`config.mk`:
```
export PLATFORM = sky130hd
export DESIGN_NAME = queue_with_positional_insert
export DESIGN_NICKNAME = d
export VERILOG_FILES = /design/src/rtl/core/qpi_pkg.sv /design/src/rtl/core/queue_with_positional_insert.sv /design/src/rtl/core/qpi_front.sv /design/src/rtl/core/qpi_cmd_fifo.sv /design/src/rtl/core/qpi_back.sv
export SDC_FILE = /design/constraint.sdc
export NUM_CORES = 1
export LEC_CHECK = 0
export ABC_CLOCK_PERIOD_IN_PS = 11800
export BUFFER_PORTS_ARGS = -buffer_cell sky130_fd_sc_hd__buf_2
export CELL_PAD_IN_SITES_DETAIL_PLACEMENT = 0
export CELL_PAD_IN_SITES_GLOBAL_PLACEMENT = 1
export CORE_ASPECT_RATIO = 0.9
export CORE_MARGIN = 8
export CORE_UTILIZATION = 47
export DETAILED_ROUTE_END_ITERATION = 10
export GPL_TIMING_DRIVEN = 0
export MAX_ROUTING_LAYER = met4
export PLACE_DENSITY = 0.87
export SLEW_MARGIN = 20
export SYNTH_ARGS = -nofsm -noshare
export SYNTH_HDL_FRONTEND = slang
export SYNTH_HIERARCHICAL = 1
export SYNTH_SLANG_ARGS = --single-unit
```
`constraint.sdc`:
```
create_clock -name clk -period 11.8 [get_ports clk]
set_clock_uncertainty 0.05 [all_clocks]
set_input_delay 0.59 -clock clk [delete_from_list [all_inputs] [get_ports clk]]
set_output_delay 0.59 -clock clk [all_outputs]
set_load 0.05 [all_outputs]
```
`src/rtl/core/qpi_pkg.sv`:
```
`default_nettype none

package qpi_pkg;

  // Operation codes carried in the request's tuser.
  localparam logic [1:0] FUNC_PUSH   = 2'd0;
  localparam logic [1:0] FUNC_POP    = 2'd1;
  localparam logic [1:0] FUNC_INSERT = 2'd2;
  localparam logic [1:0] FUNC_QUERY  = 2'd3;

  // Result status codes.
  localparam logic [1:0] ST_OK      = 2'd0;
  localparam logic [1:0] ST_FULL    = 2'd1;
  localparam logic [1:0] ST_EMPTY   = 2'd2;
  localparam logic [1:0] ST_BAD_POS = 2'd3;

  // Entries in the command queue between front and back.
  localparam int CQ_DEPTH = 2;

  // Work the back end has to do for one request.
  typedef enum logic [1:0] {
    OP_NONE,      // query or failed request: report only
    OP_APPEND,    // write at the tail
    OP_REMOVE,    // drop the head
    OP_SHIFT_IN   // open a gap by shifting, then write into it
  } op_t;

  typedef struct packed {
    op_t         op;
    logic [31:0] value;
    logic [4:0]  position;
    logic [1:0]  status;
  } cmd_t;

  typedef struct packed {
    logic [1:0]  status;
    logic        is_empty;
    logic [4:0]  count;
    logic [31:0] back_value;
    logic [31:0] front_value;
  } res_t;

endpackage

`default_nettype wire

```
`src/rtl/core/queue_with_positional_insert.sv`:
```
`default_nettype none

// Bounded first-in first-out queue of DEPTH elements that also inserts at a
// position counted from the front. Each request on the slave stream carries an
// operation (push, pop, insert, query) and answers with one result on the
// master stream: front and back values, element count, empty flag and status.
// A failing request (full, empty, bad position) changes nothing. A front end
// classifies requests against a running count and queues them two deep; the
// back end owns the circular store, which has one write port and one
// registered read port. Push, query, failed requests and a pop that empties
// the queue give their result straight from the idle state; a pop that
// leaves elements first reads the new front from the store; an insert at
// position p below the count n moves the elements from p on up one store
// entry, one per cycle, then writes the value into the gap. The front end
// accepts one request per cycle while its queue has room. A result held by
// the master stream keeps the back end at the step that would emit the next
// result, although an insert still does its shifting in the meantime.

module queue_with_positional_insert
  import qpi_pkg::*;
#(
  parameter int DEPTH      = 16,
  parameter int DATA_WIDTH = 32
) (
  input  wire logic        clk,
  input  wire logic        rst,
  input  wire logic        s_tvalid,
  output      logic        s_tready,
  input  wire logic [39:0] s_tdata,   // value[31:0], position[36:32], zero[39:37]
  input  wire logic [1:0]  s_tuser,   // func[1:0]
  output      logic        m_tvalid,
  input  wire logic        m_tready,
  output      logic [71:0] m_tdata    // front_value[31:0], back_value[63:32],
                                      // count[68:64], is_empty[69], status[71:70]
);

  logic cq_in_valid;
  logic cq_in_ready;
  cmd_t cq_in_cmd;
  logic cq_out_valid;
  logic cq_out_pop;
  cmd_t cq_out_cmd;
  res_t res;

  // Request classification.
  qpi_front #(
    .DEPTH(DEPTH)
  ) u_front (
    .clk      (clk),
    .rst      (rst),
    .in_valid (s_tvalid),
    .in_ready (s_tready),
    .func     (s_tuser),
    .value    (s_tdata[31:0]),
    .position (s_tdata[36:32]),
    .cmd_valid(cq_in_valid),
    .cmd_ready(cq_in_ready),
    .cmd      (cq_in_cmd)
  );

  // Command queue between the two halves.
  qpi_cmd_fifo u_cmd_fifo (
    .clk     (clk),
    .rst     (rst),
    .wr_valid(cq_in_valid),
    .wr_ready(cq_in_ready),
    .wr_cmd  (cq_in_cmd),
    .rd_valid(cq_out_valid),
    .rd_pop  (cq_out_pop),
    .rd_cmd  (cq_out_cmd)
  );

  // Store and result generation.
  qpi_back #(
    .DEPTH     (DEPTH),
    .DATA_WIDTH(DATA_WIDTH)
  ) u_back (
    .clk      (clk),
    .rst      (rst),
    .cmd_valid(cq_out_valid),
    .cmd      (cq_out_cmd),
    .cmd_pop  (cq_out_pop),
    .res_valid(m_tvalid),
    .res_ready(m_tready),
    .res      (res)
  );

  assign m_tdata = {res.status, res.is_empty, res.count, res.back_value, res.front_value};

endmodule

`default_nettype wire

```
`src/rtl/core/qpi_front.sv`:
```
`default_nettype none

module qpi_front
  import qpi_pkg::*;
#(
  parameter int DEPTH = 16
) (
  input  wire logic        clk,
  input  wire logic        rst,
  input  wire logic        in_valid,
  output      logic        in_ready,
  input  wire logic [1:0]  func,
  input  wire logic [31:0] value,
  input  wire logic [4:0]  position,
  output      logic        cmd_valid,
  input  wire logic        cmd_ready,
  output      cmd_t        cmd
);

  localparam int CW = $clog2(DEPTH + 1);
  localparam int PW = (CW > 5) ? CW : 5;

  // Element count as it stands after every request accepted so far.
  logic [CW-1:0] cnt;
  logic [CW-1:0] cnt_next;
  logic [PW-1:0] pos_w;
  logic [PW-1:0] cnt_w;
  logic          full;
  logic          accept;

  assign in_ready  = cmd_ready;
  assign accept    = in_valid && cmd_ready;
  assign cmd_valid = in_valid;
  assign full      = (cnt == CW'(DEPTH));
  assign pos_w     = PW'(position);
  assign cnt_w     = PW'(cnt);

  // Classify the request against the running count.
  always_comb begin
    cmd.value    = value;
    cmd.position = position;
    cmd.op       = OP_NONE;
    cmd.status   = ST_OK;
    cnt_next     = cnt;
    unique case (func)
      FUNC_PUSH: begin
        if (full) begin
          cmd.status = ST_FULL;
        end else begin
          cmd.op   = OP_APPEND;
          cnt_next = cnt + 1'b1;
        end
      end
      FUNC_POP: begin
        if (cnt == '0) begin
          cmd.status = ST_EMPTY;
        end else begin
          cmd.op   = OP_REMOVE;
          cnt_next = cnt - 1'b1;
        end
      end
      FUNC_INSERT: begin
        if (full) begin
          cmd.status = ST_FULL;
        end else if (pos_w > cnt_w) begin
          cmd.status = ST_BAD_POS;
        end else begin
          // Inserting at the back is a plain append.
          cmd.op   = (pos_w == cnt_w) ? OP_APPEND : OP_SHIFT_IN;
          cnt_next = cnt + 1'b1;
        end
      end
      FUNC_QUERY: begin
        cmd.op = OP_NONE;
      end
      default: begin
        cmd.op = OP_NONE;
      end
    endcase
  end

  // Running count.
  always_ff @(posedge clk) begin
    if (rst) begin
      cnt <= '0;
    end else if (accept) begin
      cnt <= cnt_next;
    end
  end

endmodule

`default_nettype wire

```
`src/rtl/core/qpi_cmd_fifo.sv`:
```
`default_nettype none

module qpi_cmd_fifo
  import qpi_pkg::*;
(
  input  wire logic clk,
  input  wire logic rst,
  input  wire logic wr_valid,
  output      logic wr_ready,
  input  wire cmd_t wr_cmd,
  output      logic rd_valid,
  input  wire logic rd_pop,
  output      cmd_t rd_cmd
);

  localparam int AW = (CQ_DEPTH > 1) ? $clog2(CQ_DEPTH) : 1;
  localparam int NW = $clog2(CQ_DEPTH + 1);

  cmd_t          entry [CQ_DEPTH];
  logic [AW-1:0] wptr;
  logic [AW-1:0] rptr;
  logic [NW-1:0] used;
  logic          do_wr;
  logic          do_rd;

  assign wr_ready = (used != NW'(CQ_DEPTH));
  assign rd_valid = (used != '0);
  assign rd_cmd   = entry[rptr];
  assign do_wr    = wr_valid && wr_ready;
  assign do_rd    = rd_pop && rd_valid;

  // Pointers and fill level.
  always_ff @(posedge clk) begin
    if (rst) begin
      wptr <= '0;
      rptr <= '0;
      used <= '0;
    end else begin
      if (do_wr) begin
        wptr <= (wptr == AW'(CQ_DEPTH - 1)) ? '0 : wptr + 1'b1;
      end
      if (do_rd) begin
        rptr <= (rptr == AW'(CQ_DEPTH - 1)) ? '0 : rptr + 1'b1;
      end
      if (do_wr && !do_rd) begin
        used <= used + 1'b1;
      end else if (do_rd && !do_wr) begin
        used <= used - 1'b1;
      end
    end
  end

  // Entry storage.
  always_ff @(posedge clk) begin
    if (do_wr) begin
      entry[wptr] <= wr_cmd;
    end
  end

endmodule

`default_nettype wire

```
`src/rtl/core/qpi_back.sv`:
```
`default_nettype none

module qpi_back
  import qpi_pkg::*;
#(
  parameter int DEPTH      = 16,
  parameter int DATA_WIDTH = 32
) (
  input  wire logic clk,
  input  wire logic rst,
  input  wire logic cmd_valid,
  input  wire cmd_t cmd,
  output      logic cmd_pop,
  output      logic res_valid,
  input  wire logic res_ready,
  output      res_t res
);

  localparam int AW = $clog2(DEPTH);
  localparam int CW = $clog2(DEPTH + 1);
  localparam int PW = (CW > 5) ? CW : 5;

  typedef enum logic [1:0] {
    S_IDLE,
    S_POP_RD,
    S_SHIFT,
    S_PLACE
  } state_t;

  // Circular element store.
  logic [DATA_WIDTH-1:0] mem [DEPTH];
  logic [DATA_WIDTH-1:0] rd_data;

  state_t                state;
  state_t                state_next;
  logic [AW-1:0]         head;
  logic [CW-1:0]         cnt;
  logic [CW-1:0]         k;
  logic [CW-1:0]         k_next;
  logic [DATA_WIDTH-1:0] front_q;
  logic [DATA_WIDTH-1:0] back_q;

  logic                  we;
  logic [AW-1:0]         waddr;
  logic [DATA_WIDTH-1:0] wdata;
  logic                  re;
  logic [AW-1:0]         raddr;

  logic                  emit;
  logic                  advance_head;
  logic                  can_emit;
  logic [CW-1:0]         post_cnt;
  logic [DATA_WIDTH-1:0] post_front;
  logic [DATA_WIDTH-1:0] post_back;
  logic [DATA_WIDTH-1:0] val;
  logic [63:0]           val_w;
  logic [63:0]           front_w;
  logic [63:0]           back_w;
  logic [PW-1:0]         pos_w;
  logic [CW-1:0]         pos_c;
  logic [PW-1:0]         cnt_w;
  res_t                  res_next;

  // Map an offset from the head to a store index.
  function automatic logic [AW-1:0] slot(input logic [AW-1:0] h, input logic [CW-1:0] off);
    logic [CW:0] s;
    s = (CW+1)'(h) + (CW+1)'(off);
    if (s >= (CW+1)'(DEPTH)) begin
      s = s - (CW+1)'(DEPTH);
    end
    return s[AW-1:0];
  endfunction

  assign val_w    = 64'(cmd.value);
  assign val      = val_w[DATA_WIDTH-1:0];
  assign pos_w    = PW'(cmd.position);
  assign pos_c    = pos_w[CW-1:0];
  assign can_emit = !res_valid || res_ready;
  assign cmd_pop  = emit;

  // Sequencing of store accesses and result timing.
  always_comb begin
    we           = 1'b0;
    waddr        = slot(head, cnt);
    wdata        = val;
    re           = 1'b0;
    raddr        = slot(head, '0);
    emit         = 1'b0;
    advance_head = 1'b0;
    post_cnt     = cnt;
    post_front   = front_q;
    post_back    = back_q;
    state_next   = state;
    k_next       = k;
    unique case (state)
      S_IDLE: begin
        if (cmd_valid) begin
          unique case (cmd.op)
            OP_NONE: begin
              emit = can_emit;
            end
            OP_APPEND: begin
              we        = can_emit;
              emit      = can_emit;
              post_cnt  = cnt + 1'b1;
              post_back = val;
              if (cnt == '0) begin
                post_front = val;
              end
            end
            OP_REMOVE: begin
              if (cnt == CW'(1)) begin
                emit         = can_emit;
                advance_head = 1'b1;
                post_cnt     = '0;
              end else begin
                // Fetch the element that becomes the new front.
                re         = 1'b1;
                raddr      = slot(head, CW'(1));
                state_next = S_POP_RD;
              end
            end
            OP_SHIFT_IN: begin
              re         = 1'b1;
              raddr      = slot(head, cnt - 1'b1);
              k_next     = cnt;
              state_next = S_SHIFT;
            end
            default: begin
              emit = 1'b0;
            end
          endcase
        end
      end
      S_POP_RD: begin
        emit         = can_emit;
        advance_head = 1'b1;
        post_cnt     = cnt - 1'b1;
        post_front   = rd_data;
        if (can_emit) begin
          state_next = S_IDLE;
        end
      end
      S_SHIFT: begin
        // Move one element up while fetching the next one down.
        we    = 1'b1;
        waddr = slot(head, k);
        wdata = rd_data;
        if ((k - 1'b1) > pos_c) begin
          re     = 1'b1;
          raddr  = slot(head, k - CW'(2));
          k_next = k - 1'b1;
        end else begin
          state_next = S_PLACE;
        end
      end
      S_PLACE: begin
        we       = 1'b1;
        waddr    = slot(head, pos_c);
        wdata    = val;
        emit     = can_emit;
        post_cnt = cnt + 1'b1;
        if (pos_c == '0) begin
          post_front = val;
        end
        if (can_emit) begin
          state_next = S_IDLE;
        end
      end
      default: begin
        state_next = S_IDLE;
      end
    endcase
  end

  // Result fields as they stand after the request.
  assign front_w = 64'(post_front);
  assign back_w  = 64'(post_back);
  assign cnt_w   = PW'(post_cnt);

  always_comb begin
    res_next.status      = cmd.status;
    res_next.is_empty    = (post_cnt == '0);
    res_next.count       = cnt_w[4:0];
    res_next.front_value = (post_cnt == '0) ? '0 : front_w[31:0];
    res_next.back_value  = (post_cnt == '0) ? '0 : back_w[31:0];
  end

  // State, queue bookkeeping and the result register.
  always_ff @(posedge clk) begin
    if (rst) begin
      state     <= S_IDLE;
      k         <= '0;
      head      <= '0;
      cnt       <= '0;
      res_valid <= 1'b0;
    end else begin
      state <= state_next;
      k     <= k_next;
      if (emit) begin
        res_valid <= 1'b1;
        res       <= res_next;
        cnt       <= post_cnt;
        front_q   <= post_front;
        back_q    <= post_back;
        if (advance_head) begin
          head <= slot(head, CW'(1));
        end
      end else if (res_ready) begin
        res_valid <= 1'b0;
      end
    end
  end

  // Store write port and registered read port.
  always_ff @(posedge clk) begin
    if (we) begin
      mem[waddr] <= wdata;
    end
    if (re) begin
      rd_data <= mem[raddr];
    end
  end

endmodule

`default_nettype wire

```
After elaboration in Yosys (flattened, before gate mapping)
Memories as Yosys holds them, arrays and structs flattened. A register that Yosys moved wholly into a read port is not among the register bits.
Index checks and enable logic that the tools add are counted.
- output and inout bits: 74
- memory bits (writable): 594
- memory bits (read-only): 0
- memories kept: 2
- bits in registers: 162
- bits in latches: 0
- memories (name ; words ; bits a word ; read ports ; clocked after Yosys merged registers in ; wr ports ; line ; source):
    u_back.mem ; 16 ; 32 ; 1 ; 1 ; 1 ; qpi_back.sv:31 ; logic [DATA_WIDTH-1:0] mem [DEPTH];
    u_cmd_fifo.entry ; 2 ; 41 ; 1 ; 1 ; 1 ; qpi_cmd_fifo.sv:19 ; cmd_t entry [CQ_DEPTH];
- div/mod/pow operators: 0
- reduce and logical (&&, ||, !) cells: 28
- multiplexer cells: 80
- $add $sub $neg: 23
- equality and inequality tests: 24
- shift operators: 0
- $mul: 0
- $lt $le $gt $ge: 9
- bitwise operators: 1
- operators by type and width (cell ; count):
    32-bit two-way mux ; 8
    32-bit one-hot mux with 3 select lines ; 1
    5-bit two-way mux ; 9
    4-bit two-way mux ; 10
    4-bit by 5-bit adder with 6-bit output ; 5
    6-bit by 5-bit >= comparator with 1-bit output (second input constant) ; 5
    5-bit one-hot mux with 3 select lines ; 2
    4-bit by 1-bit subtractor with 4-bit output (second input constant) ; 7
    2-bit two-way mux ; 13
    4-bit one-hot mux with 2 select lines ; 3
    1-bit two-way mux ; 22
    5-bit logical NOT ; 4
    5-bit one-hot mux with 2 select lines ; 2
    2-bit != test (second input constant) ; 8
    5-bit by 1-bit subtractor with 5-bit output (second input constant) ; 3
    2-bit equality test (second input constant) ; 6
    1-bit one-hot mux with 2 select lines ; 6
    2-bit one-hot mux with 3 select lines ; 2
    5-bit by 1-bit adder with 5-bit output (second input constant) ; 2
    5-bit > comparator ; 2
    2-bit one-hot mux with 4 select lines ; 1
    2-bit nonzero test ; 4
    2-bit by 1-bit equality test with 1-bit output (second input constant) ; 3
    2-bit logical NOT ; 3
    other kinds (23) ; 34

Depth between registers and ports, before layout
Gate-level depths: netlist of the first run.
- depth in word-level cells: 10
- gate-level depth with buffers: 18
- depth with buffers taken out: 14

By module
The synthesis of the first run kept the hierarchy.
- by module, submodules not included (module ; area an instance (sq um) ; times used ; cells an instance ; seq. area each (sq um)):
    qpi_back ; 29383.2 ; 1 ; 2151 ; 20759.9
    qpi_cmd_fifo ; 3171.8 ; 1 ; 152 ; 2562.5
    qpi_front ; 834.6 ; 1 ; 109 ; 100.1

Least setup slack after synthesis of the first run
OpenSTA, ideal clock, no wires.
- path type: reg2reg
- start point: register with a tool-made name
- end point: register u_back.back_q[0], enable pin
- stages on the path, launching flop included: 11
- data arrival time: 11.039 ns
- clock period less this slack: 11.886 ns
- required time: 10.953 ns
- setup slack: -0.086 ns
- buffers on the path: 3
- cells stage by stage: dfxtp_1 > buf_2 > buf_2 > mux2_2 > inv_1 > ha_1 > buf_2 > inv_1 > o21ai_0 > a31oi_1 > nor3_1
- RTL lines (what ; line ; source):
    end signal, assigned ; qpi_back.sv:205 ; back_q <= post_back;
    end, declared ; qpi_back.sv:41 ; logic [DATA_WIDTH-1:0] back_q;

==> results by group, run 1 <==
GRT
  • GRT met1 Usage: 0.278
  • Vias in the first global route: 20800
  • GRT overflow: 0
  • Largest net degree at the start of global routing: 31
  • Initial antenna violation count: 1
  • Most Crowded Layer GR: met2
  • Met3 usage: 0.0438
  • First-pass GRT wire length: 127000 um
  • Total Routing Usage GR: 0.211
  • M2 GR Usage: 0.331

Setup path
  • Crit-path leading delay family: buffers and inverters
  • WP data required: between 10 and 15 ns
  • Crit path launch type: flip-flop
  • CP max FO: 10
  • Max incr delay on CP: 0.56 ns
  • CP Class: reg2reg
  • CP Cell Sequence: buf_2, buf_2, mux2_2, inv_1, ha_1, nand4_1, or2_2, clkbuf_1, nand3_1, o211a_1, and2_1, clkbuf_1, nand2_1, clkbuf_1, o22ai_1, nor4_2
  • Slowest cell on the critical path: nor4_2
  • Crit. End Element: flip-flop
  • Crit-path most repeated cell: clkbuf_1
  • Worst Path Arrival: between 5 and 6 ns
  • Buffers & Inverters on Critical Path: 6

Drt
  • Total number of vias: 20800
  • Number of DRC markers in iteration 0: 2308
  • Residual DRC: 0
  • Pre-Repair DR Iteration Count: 6
  • Vias/cell: 5.75
  • Total Wirelength: roughly 83000 um
  • Wire length per cell: 23.0 um
  • Antenna viol nets, final: 0

Min path
  • Min-Delay Path Class: in2reg

STA
  • Period utilisation layout: 0.426
  • Final Hold Fails: 0
  • Worst hold margin: 0.101 ns
  • Fin crit period: 5.02 ns
  • Setup_tns: 0 ns
  • Max Clock Freq: 199 MHz
  • Normalized max-slew margin: 0.359
  • RSZ-0062 raised after global routing: false
  • Setup-failing EPs final: 0
  • Final slew viol count: 0
  • Least-Margin Pin Slew: 0.961 ns

Power and ir drop
  • Pwr Density: around 270 mW/mm^2
  • LEAKAGE: 13.1 nW
  • Peak VDD IR: 0.000134 V

Place
  • HPWL Detailed: 59000 um
  • I/O Buffers: 84
  • Post-detailed-placement cell area: 0.0358 mm^2
  • Gpl congestion: around 0.89

Yosys
  • Synth warnings: 6
  • Synth Instances: 2412
  • Synth Flop Type: edfxtp_1
  • Count of cell types in the netlist: 70
  • Cell Area, Synth: 0.0334 mm^2
  • Fraction of registers with async set/reset: 0
  • Syn_area_per_cell: roughly 14 um^2
  • #FFs+latches synth: 789
  • Sequential area share after synthesis: 0.701
  • Number of synthesized flops with an enable pin: 762
  • Synthesized Nets: 2497

Run
  • Max cap viols: 0

Clocking
  • Clk slew on worst S/H paths: 0.06 ns
  • CTS Buf Count: between 70 and 80
  • Worst-skew pair later-pin latency: 0.63 ns
  • CTS max path bufs: 3
  • Setup Buffers After CTS: 0
  • CTS H-Tree Depth: 3
  • CTS tree: yes
  • Num Clock Sinks: 789
  • CTS Hold Bufs: 0
  • Root buf cell: clkbuf_16
  • Post-cts resize count: 0

Finish
  • # nets final: 2690
  • Most common cell after layout, fill and taps aside: edfxtp_1
  • Fin area: 0.0383 mm^2
  • Fillers: 5517
  • Area grow syn2layout: 14.8%
  • Most frequent cells in the layout: 762 x edfxtp_1, 573 x nand2_1, 166 x a21oi_1
  • Share of post-route cells with drive strength above 1: 0.211

Die
  • Chip height: 269 um
  • Die Wd: 297 um
  • Standard-cell row count: 92
  • Core region area: roughly 0.07 mm^2
  • Die footprint: 0.0798 mm^2
  • Initial Util: 0.476
  • I/O pins: between 100 and 150

Run status
  • Status: finished clean
per-layer routing:
layer | routed length, um | up-vias
met5 | 0 | -
met3 | 7910 | 143
met2 | 39000 | 1026
met1 | 34200 | 10300
met4 | 1970 | 0
li1 | - | 9306
state kept, by name, summed over array words and instances (netlist names), 4 cells and up, named ones only:
| signal | flops |
|---|---|
| u_back/head | 4 |
| u_back/rd_data | 32 |
| u_back/mem | 512 |
| u_front/cnt | 5 |
| u_back/k | 5 |
| u_back/back_q | 32 |
| u_back/front_q | 32 |
| u_back/cnt | 5 |
| u_cmd_fifo/entry | 82 |
| u_back/res | 72 |
kinds of logic after synthesis:
logic type / Yosys count / synth area share
flip-flops: 789 / 0.701
AO/OA/AOI/OAI: 333 / 0.0626
buffers and inverters: 210 / 0.0341
AND/OR/NAND/NOR: 866 / 0.119
adder cells (fa/ha/maj): 39 / 0.0155
multiplexers: 150 / 0.0611
XOR/XNOR: 25 / 0.00656
area by class of cell:
cell class | instances | area [um^2] | share of cell area
inverters | 34 | 128 | 0.00333
diodes | 1 | 2.50 | 0.0000653
clock inverters | 51 | 529 | 0.0138
multi-input cells | 1413 | 8980 | 0.234
flip-flops and latches | 789 | 23400 | 0.611
repair buffers | 113 | 1040 | 0.0271
plain buffers | 176 | 1010 | 0.0264
clock buffers | 94 | 2050 | 0.0536
well taps | 940 | 1180 | 0.0307
cells in the mapped netlist, types with 11 or more instances:
cell type,count,area share
dfxtp_1,27,0.016
ha_1,35,0.013
buf_4,50,0.011
nor2_2,31,0.0058
nor4_2,32,0.012
a21oi_1,166,0.025
mux4_2,31,0.021
nand2_1,573,0.064
a31oi_1,33,0.0062
inv_1,34,0.0038
o21ai_0,27,0.0040
o22ai_1,32,0.0060
xnor2_1,15,0.0039
mux2i_1,11,0.0033
mux2_2,104,0.035
edfxtp_1,762,0.69
o41a_1,31,0.010
nand3_1,105,0.016
nor2_1,58,0.0065
buf_2,49,0.0073
clkbuf_1,58,0.0065
per-stage QoR:
| step | util | instances | setup WS (ns) | total power, W |
|---|---|---|---|---|
| after detailed placement | 0.509 | 3465 | 6.89 | 0.00776 |
| after CTS | 0.546 | 3610 | 6.86 | 0.0103 |
| after floorplan | - | 2412 | 4.12 | 0.00649 |
| after global routing | 0.546 | 3611 | 6.45 | 0.0107 |
| final | 0.546 | 3611 | 6.78 | 0.0103 |
| after global placement | 0.498 | 3436 | 1.50 | 0.00760 |
final timing paths:
check | startpoint | end | slack (ns) | cells past startpoint
setup / recovery | flip-flop | u_back/rd_data[9] | 6.78 | 16
hold / removal | s_tdata[15] | u_cmd_fifo/entry[0][22] | 0.10 | 1
setup reg to reg | flip-flop | u_back/rd_data[9] | 6.78 | 16
hold reg to reg | u_cmd_fifo/rptr | u_cmd_fifo/rptr | 0.46 | 2
report_power, final:
part | switching, W | internal, W | total [W]
combinational | 0.00262 | 0.00113 | 0.00375
sequential | 0.000136 | 0.00388 | 0.00402
clock | 0.00105 | 0.00145 | 0.00250
No activity file was read; power rests on OpenSTA's default activity.
==> run 2: changes to the inputs <==
Settings changed: ABC_AREA from default to 1, ABC_CLOCK_PERIOD_IN_PS 11800 to 4350, CORE_UTILIZATION 47 to 45.
Clock period 11.8 ns to 4.35 ns, I/O delays scaled along.
==> run 2 against run 1 <==
Maximum frequency is 24% higher. Die area up 11%. Sequential share of layout area shrank 5.1 points. First-iteration DRC count up 33%. Wire length is 19% higher. Flip-flop and latch count stayed put. Synthesized area grew 7.1%. Worst hold slack better by 0.052 ns. Setup slack got worse by 6.5 ns.
==> results by group, run 2 <==
Run status
  • Status: finished clean

Finish
  • Layout Utilization: 0.529 (-0.0168)
  • # nets final: 3667 (+36%)
  • Fillers: 6600 (+20%)
  • Largest register FFs: 512 (unchanged)
  • Area grow syn2layout: 17.0%
  • Share of post-route cells with drive strength above 1: 0.154 (-0.0573)
  • Top reg by flops: u_back/mem
  • Most frequent cells in the layout: 762 x edfxtp_1, 631 x nand2_1, 610 x nand3_1
  • Regs by FF count: u_back/mem: 512 flops, u_cmd_fifo/entry: 82 flops, u_back/res: 72 flops
  • Final std cells w/o fill: 4692 (+30%)
  • Most common cell after layout, fill and taps aside: edfxtp_1

GRT
  • Vias in the first global route: 24600 (+18%)
  • Largest net degree at the start of global routing: 33 (+6.5%)
  • First-pass GRT wire length: 147000 um (+16%)
  • Total Routing Usage GR: 0.222 (+0.0109)
  • Initial antenna violation count: 1 (unchanged)
  • GRT overflow: 0 (unchanged)

STA
  • Period utilisation layout: 0.935 (+0.509)
  • Setup-failing EPs final: 0 (unchanged)
  • RSZ-0062 raised after global routing: false
  • Final Hold Fails: 0 (unchanged)
  • Max Clock Freq: 246 MHz (+24%)
  • Least-Margin Pin Slew: 1.17 ns (+0.204 ns)
  • Normalized max-slew margin: 0.223 (-0.136)
  • Final slew viol count: 0 (unchanged)
  • Fin crit period: 4.07 ns (-0.956 ns)

Yosys
  • Post-synth top cells: 762 x edfxtp_1, 632 x nand2_1, 610 x nand3_1, 510 x inv_1, 114 x nor2_1
  • Number of synthesized flops with an enable pin: 762 (unchanged)
  • Sequential area share after synthesis: 0.655 (-0.0466)
  • Synth top area share: 0.640 (-0.0455)
  • Area contributors post-synth: edfxtp_1 64%, nand3_1 8.5%, nand2_1 6.6%, inv_1 5.4%, mux2_4 1.7%
  • Synth Instances: 3295 (+37%)
  • Synthesized Nets: 3380 (+35%)
  • Cell Area, Synth: 0.0358 mm^2 (+7.1%)
  • Synth warnings: 6 (unchanged)
  • Count of cell types in the netlist: 46 (-34%)
  • Fraction of registers with async set/reset: 0 (unchanged)
  • Yosys top cell by area: edfxtp_1
  • #FFs+latches synth: 789 (unchanged)
  • Synth Flop Type: edfxtp_1
  • Syn_area_per_cell: 10.9 um^2 (-22%)
  • Count leader, synth: edfxtp_1

Clocking
  • Num Clock Sinks: 789 (unchanged)
  • CTS max path bufs: 3 (unchanged)
  • CTS H-Tree Depth: 3 (unchanged)
  • Root buf cell: clkbuf_16
  • CTS tree: yes
  • Clk slew on worst S/H paths: 0.06 ns (about the same)
  • CTS Buf Count: 79 (+1.3%)
  • Worst-skew pair later-pin latency: 0.62 ns (about the same)

Die
  • I/O pins: 120 (unchanged)
  • Chip height: 283 um (+5.4%)
  • Die footprint: 0.0888 mm^2 (+11%)
  • Die Wd: 313 um (+5.5%)
  • Standard-cell row count: 98 (+6.5%)
  • Initial Util: 0.452 (-0.0233)
  • Core region area: 0.0791 mm^2 (+13%)

Drt
  • Number of DRC markers in iteration 0: 3063 (+33%)
  • Total number of vias: 25600 (+23%)
  • Wire length per cell: 21.1 um (-8.1%)
  • Total Wirelength: 99100 um (+19%)
  • Vias/cell: 5.46 (-5.1%)
  • Residual DRC: 0 (unchanged)
  • Antenna viol nets, final: 0 (unchanged)
  • Pre-Repair DR Iteration Count: 6 (unchanged)

Min path
  • Hold Startpoint: s_tvalid
  • Worst hold path cell count: 7 (+6)
  • Min-Delay Endpoint: u_front/cnt[4]
  • Min-Delay Path Class: in2reg

Setup path
  • Worst R2R End: u_back/rd_data[0]
  • CP Launch Point: u_back/k[1]
  • Crit. End Element: flip-flop
  • R2R cell count: 20 (+4)
  • Reg-to-reg slack, setup: 0.28 ns (-6.49 ns)
  • WP data required: 4.65 ns (-7.43 ns)
  • CP max FO: 10 (unchanged)
  • Worst Path Arrival: 4.36 ns (-0.94 ns)
  • CP Class: reg2reg
  • Crit path launch type: flip-flop
  • Critical R2R Launch: u_back/k[1]

Place
  • Gpl congestion: 0.900 (+1.6%)
  • DP Cell Count: 4479 (+29%)
  • I/O Buffers: 84 (unchanged)
  • HPWL Detailed: 68900 um (+17%)

Run
  • Max cap viols: 0 (unchanged)
[run 2: cell count changes after synthesis, sizes merged, moves of 28 or more]
cell    change
nand3     +509
a31oi      -28
a21oi      -95
buf        +56
nor2       +37
mux2       -66
inv       +488
nor4       -40
mux4       -32
nand2      +65
o41a       -31
o21ai      +96
nand3b     +59
[run 2: metal layers]
| layer | wire length, um | track usage | vias to the layer above |
|---|---|---|---|
| li1 | - | - | 11700 |
| met5 | 0 | - | - |
| met1 | 38400 | 0.286 | 12400 |
| met2 | 46400 | 0.350 | 1381 |
| met3 | 10600 | 0.0448 | 226 |
| met4 | 3660 | 0.0772 | 0 |
[run 2: worst max-delay path, stage by stage (launching register included)]
cell     delay (ns)
dfxtp_1        0.32
inv_1          0.18
ha_1           0.22
nand3_1        0.12
xnor2_1        0.18
ha_1           0.31
nand2_1        0.07
nor2_1         0.16
nand2_1        0.07
nand3_1        0.17
nand2_2        0.14
nand2_1        0.08
nand3_1        0.08
nand2_2        0.24
buf_4          0.27
buf_2          0.37
nand3_1        0.15
nand3_1        0.17
nand3_1        0.10
nand3_1        0.18
nand2_1        0.16
[run 2: how the worst max path moves through the flow]
stage | end | slack, ns | cells past startpoint
after global placement | u_back/mem[10][27] | -2.19 | 14
after detailed placement | u_back/mem[2][24] | -0.57 | 14
after floorplan | u_back/back_q[0] | 0.01 | 11
final | u_back/rd_data[0] | 0.28 | 20
after global routing | u_back/mem[5][21] | 0.07 | 14
after CTS | u_back/rd_data[28] | 0.03 | 19
[run 2: logic make-up after synthesis]
group,share of synthesized area
mux,0.0171
simple gates,0.184
fa+ha+maj,0.0145
buf+inv,0.0918
flops,0.655
compound gates,0.0334
xor+xnor,0.00465
[run 2: layout make-up]
type                    instances  area [um^2]  share of cell area
repair buffers                205         2050              0.0491
plain buffers                 213         1330              0.0317
multi-input cells            1772         9310               0.222
clock inverters                43          377             0.00900
flip-flops and latches        789        23400               0.560
diodes                          2         5.00            0.000120
inverters                     522         1960              0.0468
well taps                    1050         1310              0.0314
clock buffers                  96         2090              0.0500
[run 2: per-stage QoR]
step	hold slack (ns)	setup slack (ns)	area, um^2	TNS (ns)
global route	0.191	0.0650	41900	0
finish	0.153	0.283	41900	0
CTS	0.132	0.0320	41800	0
floorplan	0.246	0.0147	35800	0
detailed placement	0.355	-0.575	38600	-198.23
global placement	0.353	-2.19	37500	-1161.25
[run 2: repair_timing]
| item | 4_1_cts | 5_1_grt |
|---|---|---|
| gates cloned | 0 | 1 |
| gates resized for setup | 2 | 3 |
| buffers inserted | 21 | 9 |
| pin swaps | 12 | 5 |
| setup endpoints to repair | 512 | 120 |
| endpoints found under the hold margin | 82 | 0 |
| hold buffers | 41 | 0 |
Power of run 2 is not shown: default switching activity piles up to over one toggle a cycle in this logic, so the estimate is an artifact.
